[config.mk]
export PLATFORM = sky130hd
export DESIGN_NAME = vfes_ram
export DESIGN_NICKNAME = d
export VERILOG_FILES = /design/src/rtl/vfes_ram.sv
export SDC_FILE = /design/constraint.sdc
export NUM_CORES = 2
export LEC_CHECK = 0
export ABC_AREA = 1
export ABC_CLOCK_PERIOD_IN_PS = 2390
export BUFFER_PORTS_ARGS = -buffer_cell sky130_fd_sc_hd__buf_2
export CORE_MARGIN = 4
export CORE_UTILIZATION = 35
export CTS_CLUSTER_SIZE = 40
export DETAILED_ROUTE_END_ITERATION = 10
export GPL_TIMING_DRIVEN = 0
export HOLD_SLACK_MARGIN = 0.05
export SLEW_MARGIN = 20
export SYNTH_ARGS = -nofsm -noshare
export SYNTH_HDL_FRONTEND = slang
export SYNTH_SLANG_ARGS = --single-unit
[constraint.sdc]
create_clock -name clk -period 2.39 [get_ports clk]
set_input_delay 0.478 -clock clk [delete_from_list [all_inputs] [get_ports clk]]
set_output_delay 0.478 -clock clk [all_outputs]
set_load 0.05 [all_outputs]
[src/rtl/vfes_ram.sv]
// generic single-port ram with registered read
module vfes_ram #(
  parameter int WIDTH = 8,
  parameter int DEPTH = 256
) (
  input  logic                     clk,
  input  logic                     en,
  input  logic                     we,
  input  logic [$clog2(DEPTH)-1:0] addr,
  input  logic [WIDTH-1:0]         wdata,
  output logic [WIDTH-1:0]         rdata
);

  logic [WIDTH-1:0] mem [DEPTH];

  always_ff @(posedge clk) begin
    if (en) begin
      if (we) begin
        mem[addr] <= wdata;
      end else begin
        rdata <= mem[addr];
      end
    end
  end

endmodule

# After elaboration in Yosys (flattened, before gate mapping)
# Memories as Yosys holds them, arrays and structs flattened. A register that Yosys moved wholly into a read port is not among the register bits.
# Cells that the tools add are included.
word_totals:
  regBits: 0
  mem_bits_rw: 2048
  out_inout_bits: 8
  elab_cells: 6
  memories: 1
memory_table:
  columns: ["name", "depth", "width", "rd", "rd_ports_with_merged_regs", "write_ports", "line", "source"]
  rows:
  - ["mem", 256, 8, 1, 1, 1, "14", "logic [WIDTH-1:0] mem [DEPTH];"]
op_classes:
  muxes: 3
  bitwise: 1
  n_reduce_logical: 1
op_table:
  columns: ["cell", "n"]
  rows:
  - ["$mux 1", 3]
  - ["$reduce_and 2->1", 1]
  - ["$not 1->1", 1]

# Longest topological paths before layout
depth:
  word_depth: 3
  ltp_mapped: 17

# Worst setup path before layout
# OpenSTA, ideal clock, no wires.
synth_path:
  path_kind: "input -> register"
  start: "input addr[0]"
  end: "memory mem[97][0] (enable)"
  t_arrival_ns: 2.033
  required_time_ns: 2.020
  slack_ns: -0.013
  cell_stages: 7
  path_cell_list: "buf_2 -> buf_4 -> buf_4 -> clkbuf_1 -> nand4_1 -> clkbuf_1 -> nor2_1"
synth_rtl:
  columns: ["element", "line", "source"]
  rows:
  - ["from (decl)", "9", "input logic [$clog2(DEPTH)-1:0] addr,"]
  - ["to (decl)", "14", null]
# No word-level cell before the write port.

==> impl_metrics.tcl <==
set metrics [dict create \
    fin_crit_sh_pct 110 \
    status "complete, but fails checks" \
    antenna_found_initial 19 \
    grt_pass1_vias 56426 \
    path_buf_inv 4 \
    cp.arrival_ps 3160 \
    cp_cell_sequence "buf_4 -> inv_2 -> buf_8 -> clkbuf_1 -> nand3_1 -> nand4_1 -> nand2_1 -> nand2_1 -> o21ai_1 -> nand2_1 -> nor2_1 -> nor2_1 -> nor2_1 -> nand2_1" \
    setup_tns_ps -16100 \
    clock-sinks 2056 \
    fin_crit_ps 2630 \
    initial_core_util_pct 35.2 \
    synth_ff_type "edfxtp_1" \
    syn-instance-count 7960 \
    drive_above_1_share_pct 11.2 \
    sw_frac_of_total_pct 23.5 \
    avgSynthCellArea_um2 10.7 \
    power_uw 76400 \
    design.core.area_mm2 0.241 \
    dpl-instance-area_mm2 0.0903 \
    worstReg2RegEnd "rdata[4]$_DFFE_PP_" \
    maxSlewViolCount 0 \
    fin_skew_ps 51.3 \
    dp_slack_ps -2370 \
    fin_nets 8282 \
    cp_slowest_cell "clkbuf_1" \
    drt_iter0_markers 7500 \
    yosys_warnings 0 \
    drtPass1Iterations 8 \
    power.internal_uw 58400 \
    grt_max_degree 104 \
    switchingPower_uw 17900 \
    final.setup.worst_slack_ps -245 \
    drt_wl_total_um 278000 \
    cellPowerDensity_mw_per_mm2 774 \
    min_to "mem[55][5]$_DFFE_PP_" \
    htreeDepth 4 \
    numCtsBuffers 200 \
    p_leak_uw 0.0382 \
    crit_path_frequent_cell "nand2_1" \
    dp_cells 11220 \
    die_w_um 500 \
    endpoint_kind "flop" \
    netlist_area_mm2 0.0848 \
    syn-num-nets 7979 \
    violations "setup timing" \
    slew_headroom_pct 10.7 \
    synth_edf_count 2056 \
    place_congestion 1.01 \
    wl_per_cell_um 23.9 \
    post-dp-hpwl_um 195000 \
    crit_family "simple AND/OR/NAND/NOR gates" \
    ys_seq_area_share_pct 72.8 \
    clkPwrFrac_pct 41.2 \
    cpPeakStageDelay_ps 320 \
    grt_overflow 0 \
    rsz0062_at_grt "true" \
    finalSetupViolCount 340 \
    layoutNonFillerInstCount 11622 \
    die-area_mm2 0.250 \
    hp-class "in2reg" \
    cts_buffer_depth 3 \
    drc 0 \
    hold_path.startpoint "wdata[5]" \
    ioPinCount 27 \
    synthDistinctLibCells 14 \
    critPathMaxFanout 10 \
    cts_tree "yes" \
    ys_ff_latch 2056 \
    port_buffers 24 \
    dieHeight_um 500 \
    clk_latency_ps 860 \
    crit_type "in2reg" \
    grt_usage_pct 21.7 \
    grt_pass1_wl_um 392000 \
    tightestPinTransition_ps 1340 \
    synthArstFlopShare_pct 0 \
    finalHoldViolCount 0 \
    reg2reg_depth 12 \
    rr_startpoint "mem[86][4]$_DFFE_PP_" \
    detail-route-antenna-nets 0 \
    path_clk_slew_ps 60 \
    max_cap_violations 0 \
    root_buffer "clkbuf_16" \
    rrSetupSlack_ps -50 \
    fmax_ghz 0.380 \
    required_ps 2910 \
    via_count 59126 \
    comb_power_share_pct 6.8 \
    critPathLaunchType "input port" \
    final_cell_area_mm2 0.0986 \
    rows 180 \
    synthToLayoutAreaGrowth_pct 16.3 \
    min_path_cells 1 \
    ir_drop_v 0.000809 \
    vias_per_cell 5.09 \
    p_seq_share_pct 52.0 \
]
logic make-up (layout without fill, tap and decap cells):
group / after synthesis / after routing / share of synthesized area, %
flops: 2056 / 2056 / 72.8
other cells: 0 / 9 / 0
compound gates: 128 / 128 / 0.755
simple gates: 5336 / 5336 / 24.1
buf+inv: 440 / 908 / 2.36
power groups by stage:
stage / sequential (µW) / combinational [µW] / clock [µW]
2_1_floorplan: 40500 / 2250 / 0
6_report: 39700 / 5180 / 31400
3_5_place_dp: 40500 / 4890 / 0
3_3_place_gp: 40700 / 4690 / 0
5_1_grt: 39700 / 5510 / 33100
4_1_cts: 39700 / 5030 / 31700
worst register-to-register path, stage by stage, from the launching register on:
cell      delay, ps
edfxtp_1        360
nand2_1          80
nand2_1          50
nand2_1          50
nand2_1          60
nand2_1         130
nand2_1         140
o21ai_2         420
nand2_1         110
nor2_1          280
nor2_1           80
nor2_1           90
nand2_1         240
cell usage in the layout (no fill, tap or decap), types with 3 or more instances in the layout:
cell and count:
buf_1 24, buf_12 8, buf_16 33, buf_2 216
buf_4 38, buf_6 18, buf_8 19, bufinv_16 19
clkbuf_1 141, clkbuf_16 201, clkbuf_2 35, clkbuf_4 22
clkinv_1 54, clkinv_16 4, clkinv_2 35, clkinv_8 3
clkinvlp_4 6, diode_2 9, dlygate4sd3_1 5, edfxtp_1 2056
inv_1 9, inv_16 5, inv_2 3, inv_6 4
nand2_1 4677, nand2_2 18, nand3_1 248, nand3_4 8
nand4_1 40, nor2_1 133, nor2_2 100, nor2_4 112
o21ai_1 95, o21ai_2 26, o21ai_4 7
sequential cells by signal, indices dropped and copies added, names as in the netlist:
register / count
mem: 2048
rdata: 8
final cells by class:
cell class,instances,area (µm²)
Inverter,16,67.6
Fill cell,22504,142000
Sequential cell,2056,61700
Clock buffer,240,5180
Buffer,423,2220
Antenna cell,9,22.5
Tap cell,3185,3990
Timing Repair Buffer,102,1630
Clock inverter,127,1280
Multi-Input combinational cell,5464,22500
cells in the mapped netlist, types with 3 or more instances:
library cell	instances	area share, %
buf_1	35	0.15
nand3_1	256	1.5
buf_4	5	0.044
inv_1	11	0.049
inv_2	3	0.013
nand2_1	4695	21
buf_2	214	1.3
buf_6	9	0.12
nor2_1	345	1.5
edfxtp_1	2056	73
nand4_1	40	0.29
o21ai_1	128	0.76
clkbuf_1	161	0.71
layer usage:
layer  track usage [%]  vias to the layer above  routed length (µm)
li1                  -                    26943                   -
met1              28.2                    28793              110000
met2              33.4                     2797              124000
met3              5.34                      591               27100
met4              12.0                        2               17200
met5                 0                        -                  13
through the flow:
step,hold slack (ps),utilization (%)
global route,111,41.0
floorplan,577,-
CTS,76.4,40.8
global placement,921,36.9
detailed placement,903,37.5
finish,137,41.0
worst max-delay path by stage:
stage / from / end / slack, ps / depth (start not counted)
CTS: addr[4] / mem[9][1]$_DFFE_PP_ / -150 / 6
global placement: addr[2] / mem[144][0]$_DFFE_PP_ / -3780 / 7
floorplan: addr[0] / mem[97][0]$_DFFE_PP_ / -10 / 7
finish: addr[1] / rdata[4]$_DFFE_PP_ / -240 / 14
detailed placement: addr[1] / mem[110][2]$_DFFE_PP_ / -2370 / 9
global route: addr[0] / rdata[3]$_DFFE_PP_ / -190 / 17
timing repair:
action                                  4_1_cts  5_1_grt
endpoints found under the hold margin       113        0
setup buffers                                21        0
pin swaps                                    15        1
resized for setup                           386      131
hold buffers                                  5        0
endpoints found under the setup margin     2056     1130
Power figures use the tool's default switching activity.
