File: config.mk
export PLATFORM = sky130hd
export DESIGN_NAME = vfes_seq
export DESIGN_NICKNAME = d
export VERILOG_FILES = /design/src/rtl/vfes_pkg.sv /design/src/rtl/vfes_seq.sv
export SDC_FILE = /design/constraint.sdc
export NUM_CORES = 1
export LEC_CHECK = 0
export ABC_AREA = 0
export BUFFER_PORTS_ARGS = -buffer_cell sky130_fd_sc_hd__buf_4
export CORE_MARGIN = 5
export CORE_UTILIZATION = 52
export CTS_CLUSTER_DIAMETER = 150
export DETAILED_ROUTE_END_ITERATION = 12
export PLACE_DENSITY = 0.8
export SYNTH_ARGS = -nofsm -noshare
export SYNTH_HDL_FRONTEND = slang
export SYNTH_SLANG_ARGS = --single-unit
File: constraint.sdc
create_clock -name clk -period 3.6 [get_ports clk]
set_input_delay 0.36 -clock clk [delete_from_list [all_inputs] [get_ports clk]]
set_output_delay 0.36 -clock clk [all_outputs]
set_load 0.02 [all_outputs]
File: src/rtl/vfes_pkg.sv
// shared constants, types and helpers for the voxel face exposure store
package vfes_pkg;

  localparam int CHUNK_WIDTH   = 16;
  localparam int COLUMN_HEIGHT = 64;
  localparam int CELL_COUNT    = CHUNK_WIDTH * COLUMN_HEIGHT * CHUNK_WIDTH;
  localparam int ADDR_W        = $clog2(CELL_COUNT);

  localparam int CODE_W = 8;
  localparam int X_W    = 4;
  localparam int Y_W    = 6;
  localparam int Z_W    = 4;
  localparam int MASK_W = 6;
  localparam int STEP_W = 3;

  localparam int PADDR_W = 3;
  localparam int PDATA_W = 32;
  localparam logic [PADDR_W-1:0] REG_EMPTY_CODE = 3'd0;

  localparam logic CMD_WRITE = 1'b0;
  localparam logic CMD_QUERY = 1'b1;

  // scan steps: center first, then the six neighbors in mask order
  localparam logic [STEP_W-1:0] STEP_CENTER = 3'd0;
  localparam logic [STEP_W-1:0] STEP_TOP    = 3'd1;
  localparam logic [STEP_W-1:0] STEP_BOTTOM = 3'd2;
  localparam logic [STEP_W-1:0] STEP_LEFT   = 3'd3;
  localparam logic [STEP_W-1:0] STEP_RIGHT  = 3'd4;
  localparam logic [STEP_W-1:0] STEP_FRONT  = 3'd5;
  localparam logic [STEP_W-1:0] STEP_BACK   = 3'd6;
  localparam logic [STEP_W-1:0] STEP_LAST   = 3'd7;

  typedef enum logic [1:0] {
    ST_IDLE,
    ST_WRITE,
    ST_SCAN,
    ST_DONE
  } state_t;

  typedef struct packed {
    logic              we;
    logic              re;
    logic [ADDR_W-1:0] addr;
    logic [CODE_W-1:0] wdata;
  } mem_req_t;

  function automatic logic in_chunk(input logic [X_W:0] x, input logic [Y_W:0] y,
                                    input logic [Z_W:0] z);
    return (int'(x) < CHUNK_WIDTH) && (int'(y) < COLUMN_HEIGHT) &&
           (int'(z) < CHUNK_WIDTH);
  endfunction

  function automatic logic [ADDR_W-1:0] cell_addr(input logic [X_W:0] x,
                                                  input logic [Y_W:0] y,
                                                  input logic [Z_W:0] z);
    int idx;
    idx = (int'(x) * COLUMN_HEIGHT + int'(y)) * CHUNK_WIDTH + int'(z);
    return idx[ADDR_W-1:0];
  endfunction

endpackage

File: src/rtl/vfes_seq.sv
// request sequencer: neighbor address unit, exposure accumulation, result register
module vfes_seq (
  input  logic                          clk,
  input  logic                          rst,
  input  logic                          in_valid,
  output logic                          in_ready,
  input  logic                          cmd,
  input  logic [vfes_pkg::X_W-1:0]      pos_x,
  input  logic [vfes_pkg::Y_W-1:0]      pos_y,
  input  logic [vfes_pkg::Z_W-1:0]      pos_z,
  input  logic [vfes_pkg::CODE_W-1:0]   new_code,
  input  logic [vfes_pkg::CODE_W-1:0]   empty_code,
  output vfes_pkg::mem_req_t            mem_req,
  input  logic [vfes_pkg::CODE_W-1:0]   mem_rdata,
  output logic                          out_valid,
  input  logic                          out_ready,
  output logic [vfes_pkg::CODE_W-1:0]   cell_code,
  output logic [vfes_pkg::MASK_W-1:0]   face_mask,
  output logic                          visible
);

  vfes_pkg::state_t state, state_next;

  logic [vfes_pkg::X_W-1:0]    px;
  logic [vfes_pkg::Y_W-1:0]    py;
  logic [vfes_pkg::Z_W-1:0]    pz;
  logic [vfes_pkg::CODE_W-1:0] wcode;
  logic [vfes_pkg::STEP_W-1:0] step;
  logic                        pend_open;
  logic [vfes_pkg::CODE_W-1:0] here;
  logic [vfes_pkg::MASK_W-1:0] mask;

  logic [vfes_pkg::X_W:0] nx;
  logic [vfes_pkg::Y_W:0] ny;
  logic [vfes_pkg::Z_W:0] nz;
  logic                   n_in;
  logic                   accept;
  logic                   load_out;

  assign in_ready = (state == vfes_pkg::ST_IDLE);
  assign accept   = in_valid && in_ready;
  assign load_out = (state == vfes_pkg::ST_DONE) && (!out_valid || out_ready);

  // neighbor coordinate for the current step, one unit shared by all steps
  always_comb begin
    nx = {1'b0, px};
    ny = {1'b0, py};
    nz = {1'b0, pz};
    case (step)
      vfes_pkg::STEP_TOP:    ny = {1'b0, py} + 1'b1;
      vfes_pkg::STEP_BOTTOM: ny = {1'b0, py} - 1'b1;
      vfes_pkg::STEP_LEFT:   nx = {1'b0, px} - 1'b1;
      vfes_pkg::STEP_RIGHT:  nx = {1'b0, px} + 1'b1;
      vfes_pkg::STEP_FRONT:  nz = {1'b0, pz} + 1'b1;
      vfes_pkg::STEP_BACK:   nz = {1'b0, pz} - 1'b1;
      default: ;
    endcase
    n_in = vfes_pkg::in_chunk(nx, ny, nz);
  end

  always_comb begin
    state_next    = state;
    mem_req.we    = 1'b0;
    mem_req.re    = 1'b0;
    mem_req.addr  = vfes_pkg::cell_addr(nx, ny, nz);
    mem_req.wdata = wcode;
    case (state)
      vfes_pkg::ST_IDLE: begin
        if (accept) begin
          if (cmd == vfes_pkg::CMD_WRITE) begin
            state_next = vfes_pkg::ST_WRITE;
          end else if (vfes_pkg::in_chunk({1'b0, pos_x}, {1'b0, pos_y}, {1'b0, pos_z})) begin
            state_next = vfes_pkg::ST_SCAN;
          end else begin
            state_next = vfes_pkg::ST_DONE;
          end
        end
      end
      vfes_pkg::ST_WRITE: begin
        mem_req.we = n_in;
        state_next = vfes_pkg::ST_IDLE;
      end
      vfes_pkg::ST_SCAN: begin
        mem_req.re = (step != vfes_pkg::STEP_LAST) && n_in;
        if (step == vfes_pkg::STEP_LAST) begin
          state_next = vfes_pkg::ST_DONE;
        end
      end
      vfes_pkg::ST_DONE: begin
        if (load_out) begin
          state_next = vfes_pkg::ST_IDLE;
        end
      end
      default: state_next = vfes_pkg::ST_IDLE;
    endcase
  end

  always_ff @(posedge clk) begin
    if (rst) begin
      state     <= vfes_pkg::ST_IDLE;
      out_valid <= 1'b0;
    end else begin
      state <= state_next;
      if (load_out) begin
        out_valid <= 1'b1;
      end else if (out_ready) begin
        out_valid <= 1'b0;
      end
    end
  end

  always_ff @(posedge clk) begin
    if (accept) begin
      px    <= pos_x;
      py    <= pos_y;
      pz    <= pos_z;
      wcode <= new_code;
      step  <= vfes_pkg::STEP_CENTER;
      here  <= '0;
      mask  <= '0;
    end else if (state == vfes_pkg::ST_SCAN) begin
      step      <= step + 1'b1;
      pend_open <= !n_in;
      if (step == vfes_pkg::STEP_TOP) begin
        here <= mem_rdata;
      end else if (step != vfes_pkg::STEP_CENTER) begin
        // first neighbor shifted in lands at bit 0 after six shifts
        mask <= {pend_open || (mem_rdata == empty_code), mask[vfes_pkg::MASK_W-1:1]};
      end
    end
    if (load_out) begin
      cell_code <= here;
      face_mask <= mask;
      visible   <= (here != empty_code) && (mask != '0);
    end
  end

endmodule

Yosys cells after proc, flatten, opt, wreduce, memory -nomap -nowiden
Cells that the tools add are included.

word-level totals
  register bits after elaboration = 58
  input bits = 43
  word-level logic and storage cells = 73
  output and inout bits = 41

cells by class
  equality and inequality tests = 16
  mux-type cells = 12
  $add $sub $neg = 9
  bitwise logic cells = 2
  magnitude comparators = 3
  reduce and logical (&&, ||, !) cells = 18

operator list
  operator             count
  $pmux 5 s2           2
  $add 14x5->14        1
  $pmux 7 s2           1
  $eq 3x3->1 const B   4
  $add 10x7->10        1
  $add 4x1->5 const B  2
  $lt 5x5->1 const B   2
  $sub 4x1->5 const B  2
  $eq 8x8->1           1
  $mux 2               4
  $ne 8x8->1           1
  $pmux 2 s4           1
  $add 6x1->7 const B  1
  $lt 7x7->1 const B   1
  $sub 6x1->7 const B  1
  $eq 3x2->1 const B   2
  $logic_and 1x1->1    6
  $reduce_and 3->1     2
  $reduce_bool 6->1    1
  $eq 2x2->1 const B   2
  $mux 1               4
  $ne 2x2->1 const B   2
  $reduce_and 2->1     2
  $add 3x1->3 const B  1
  other kinds (10)     13

Depth between registers and ports, before layout
  depth after elaboration = 7
  gate-level depth with buffers = 14

Least setup slack after synthesis
No wires, ideal clock.

  path type = register -> output
  from = register step[0] (netlist bit)
  to = output port mem_req[19] (netlist bit)
  path slack = 0.260 ns
  arrival = 2.980 ns
  cell stages (with the launch flop) = 14
  path buffers = 0
  cells stage by stage = dfxtp_1 -> inv_1 -> ha_1 -> nand2b_1 -> xnor2_1 -> ha_1 -> or3_1 -> or3_1 -> a21oi_1 -> ha_1 -> and3_1 -> nand3_1 -> nor3_1 -> xor2_1

RTL lines
  item                    line             source
  start, declared         vfes_seq.sv:28   logic [vfes_pkg::STEP_W-1:0] step;
  start signal, assigned  vfes_seq.sv:118  step <= vfes_pkg::STEP_CENTER;
  start signal, assigned  vfes_seq.sv:122  step <= step + 1'b1;
  end, declared           vfes_seq.sv:13   output vfes_pkg::mem_req_t mem_req,

==> reports/results.txt <==
Cell depth of the worst setup path - 14
Data required time of the worst path - 3.24 ns
Root Driver - clkbuf_8
Hold Path Cell Cnt - 2
Cell repeated most along the worst path - ha_4
Placer Congestion - 0.812
Maximum clock path buffer count - 2
Hold Violations, Final - 0
Crit Path Max Fanout - 3
Area delta synth->final - 38.2%
Final Cycle Share - 95.7%
Initial DRC count - 123
Non-filler cells, final - 436
Slack of the critical path - 0.154 ns
Final Cell Area - 4120 um^2
VDD IR-drop max - 0.298 mV
Ys async rst share - 0%
DR vias - 2241
Most frequent cells in the layout - 97 x buf_4, 38 x edfxtp_1, 27 x xor2_1
Worst-path clk slew - 0.06 ns
Initial core utilization - 53.7%
DR pass1 iterations - 4
RSZ-0062 raised after global routing - true
Distinct cell type count after synthesis - 42
Crit path largest cell delay - 0.35 ns
Residual DRC - 0
Slowest-stage cell, CP - dfxtp_4
Synth Register Bits - 58
Ant diodes - 0
Crit Path Class - register to output port
Synth warnings - 0
First-pass GRT wire length - 10.9 mm
Layout cells sized above 1 - 39.6%
Top FF cell, synth - edfxtp_1
Placement Setup Slack - 0.0562 ns
GRT Resource Usage Total - 19.0%
Crit. End Element - output port
Final WL - 6.65 mm
Post-Syn Instances - 257
Crit path time final - 3.45 ns
CTS Hold Buffers Added - 0
IO Port Bufs - 83
Outcome - finished clean
Vias per cell - 5.14
Die area - 7340 um^2
Syn_area_per_cell - 11.6 um^2
Sink Count - 58
Worst-Skew Late Latency - 0.33 ns
Syn_nets - 319
Die width - 85.7 um
Slew Limit Fails - 0
Crit path cell chain - inv_4 -> ha_4 -> nand2b_4 -> xnor2_1 -> ha_2 -> or3_4 -> or3_4 -> a21oi_4 -> ha_4 -> ha_4 -> nand2_1 -> nor4_4 -> xor2_1 -> buf_4
Initial antenna violation count - 0
Cts bufs inserted - 9
CTS tree - yes
Top Ports - 84
Slew headroom - 46.7%
Fin nets - 421
Count of maximum capacitance violations - 0
Family with the most delay on the worst path - simple AND/OR/NAND/NOR gates
Post-synth EDFFs - 38
CORE AREA - 5540 um^2
Synthesized area - 2980 um^2
Post-DP Area - 3690 um^2
Htree depth - 3
Tot Pwr - 1720 uW
Cells after DPL - 409
Worst Max-Slew Pin Slew - 0.799 ns
Type of origin of the critical path - register
HP Class - primary input to register
Commonest non-fill, non-tap cell in the layout - buf_4
Vias in the first global route - 2315
LEAKAGE - 0.00177 uW
CP arrival - 3.09 ns
Final setup vio count - 0
WL/cell - 15.3 um
R2R cell count - 10
Pwr dens - 417 nW/um^2
GRT overflow - 0
Hpwl dp - 4.64 mm
ANT nets after route - 0
CP bufs+invs - 2
Die height - 85.7 um
FP Rows - 27
Skew final - 0.0134 ns
Pin count of the biggest net entering global routing - 25
Max Freq - 0.290 GHz
Seq/Total Area, Yosys - 51.8%
-- where the power goes --
part,internal (uW),switching (uW)
sequential,749,30.4
clock,248,240
combinational,208,240
total,1210,510
-- cell usage after synthesis, types with 4 or more instances --
| cell type | instances | share of area, % |
|---|---|---|
| xor2_1 | 27 | 7.9 |
| a21oi_1 | 13 | 2.2 |
| ha_1 | 17 | 7.1 |
| mux2i_1 | 16 | 5.4 |
| inv_1 | 11 | 1.4 |
| nor2_1 | 25 | 3.2 |
| xnor2_1 | 10 | 2.9 |
| or3_1 | 4 | 0.84 |
| clkbuf_1 | 5 | 0.63 |
| o21ai_0 | 4 | 0.67 |
| dfxtp_1 | 20 | 13 |
| nor4_1 | 4 | 0.84 |
| nand2_1 | 13 | 1.6 |
| edfxtp_1 | 38 | 38 |
-- layout make-up --
type / instances / area (um^2)
sequential: 58 / 1550
fill: 380 / 1420
tap: 72 / 90.1
clock buffer: 13 / 139
timing repair buffer: 97 / 728
inverter: 11 / 43.8
multi-input combinational: 182 / 1550
clock inverter: 3 / 17.5
-- sequential cells by signal, summed over array words and instances (netlist names) --
register and flops:
here 8, wcode 8, out_valid 1, cell_code 8
py 6, state 2, visible 1, px 4
pend_open 1, mask 6, face_mask 6, pz 4
step 3
-- final timing paths --
path	start	endpoint	slack [ns]
setup / recovery	step[0]	mem_req[20]	0.15
hold / removal	rst	state[1]	0.20
setup reg to reg	step[0]	pend_open	1.21
hold reg to reg	mask[0]	face_mask[0]	0.48
-- per-stage QoR --
stage / hold WS (ns) / util, % / setup TNS, ns
after CTS: 0.187 / 71.9 / 0
after detailed placement: 0.471 / 66.6 / 0
after floorplan: 0.429 / - / 0
after global placement: 0.454 / 66.6 / 0
final: 0.201 / 74.3 / 0
after global routing: 0.175 / 74.3 / -0.0538
-- cell families (layout without fill, tap and decap cells) --
group           after synthesis  count (layout)  share of synthesized area [%]
simple gates                 75              75                           13.2
compound gates               32              32                           6.72
xor+xnor                     39              39                           12.0
fa+ha+maj                    19              19                           8.49
mux                          17              17                           5.76
flops                        58              58                           51.8
buf+inv                      17             124                           2.14
-- timing repair --
action | CTS | global route
gates resized for setup | 18 | 18
endpoints found under the setup margin | 6 | 5
setup buffers | 8 | 3
pin swaps | 7 | 9
-- per-layer routing --
layer / vias to the layer above / GRT usage [%] / routed length, um
li1: 1116 / - / -
met1: 1034 / 22.6 / 2710
met2: 79 / 31.1 / 3290
met3: 12 / 7.68 / 520
met4: 0 / 6.62 / 123
met5: - / 0 / 0
Note: power is estimated with default switching activity, not from simulation.
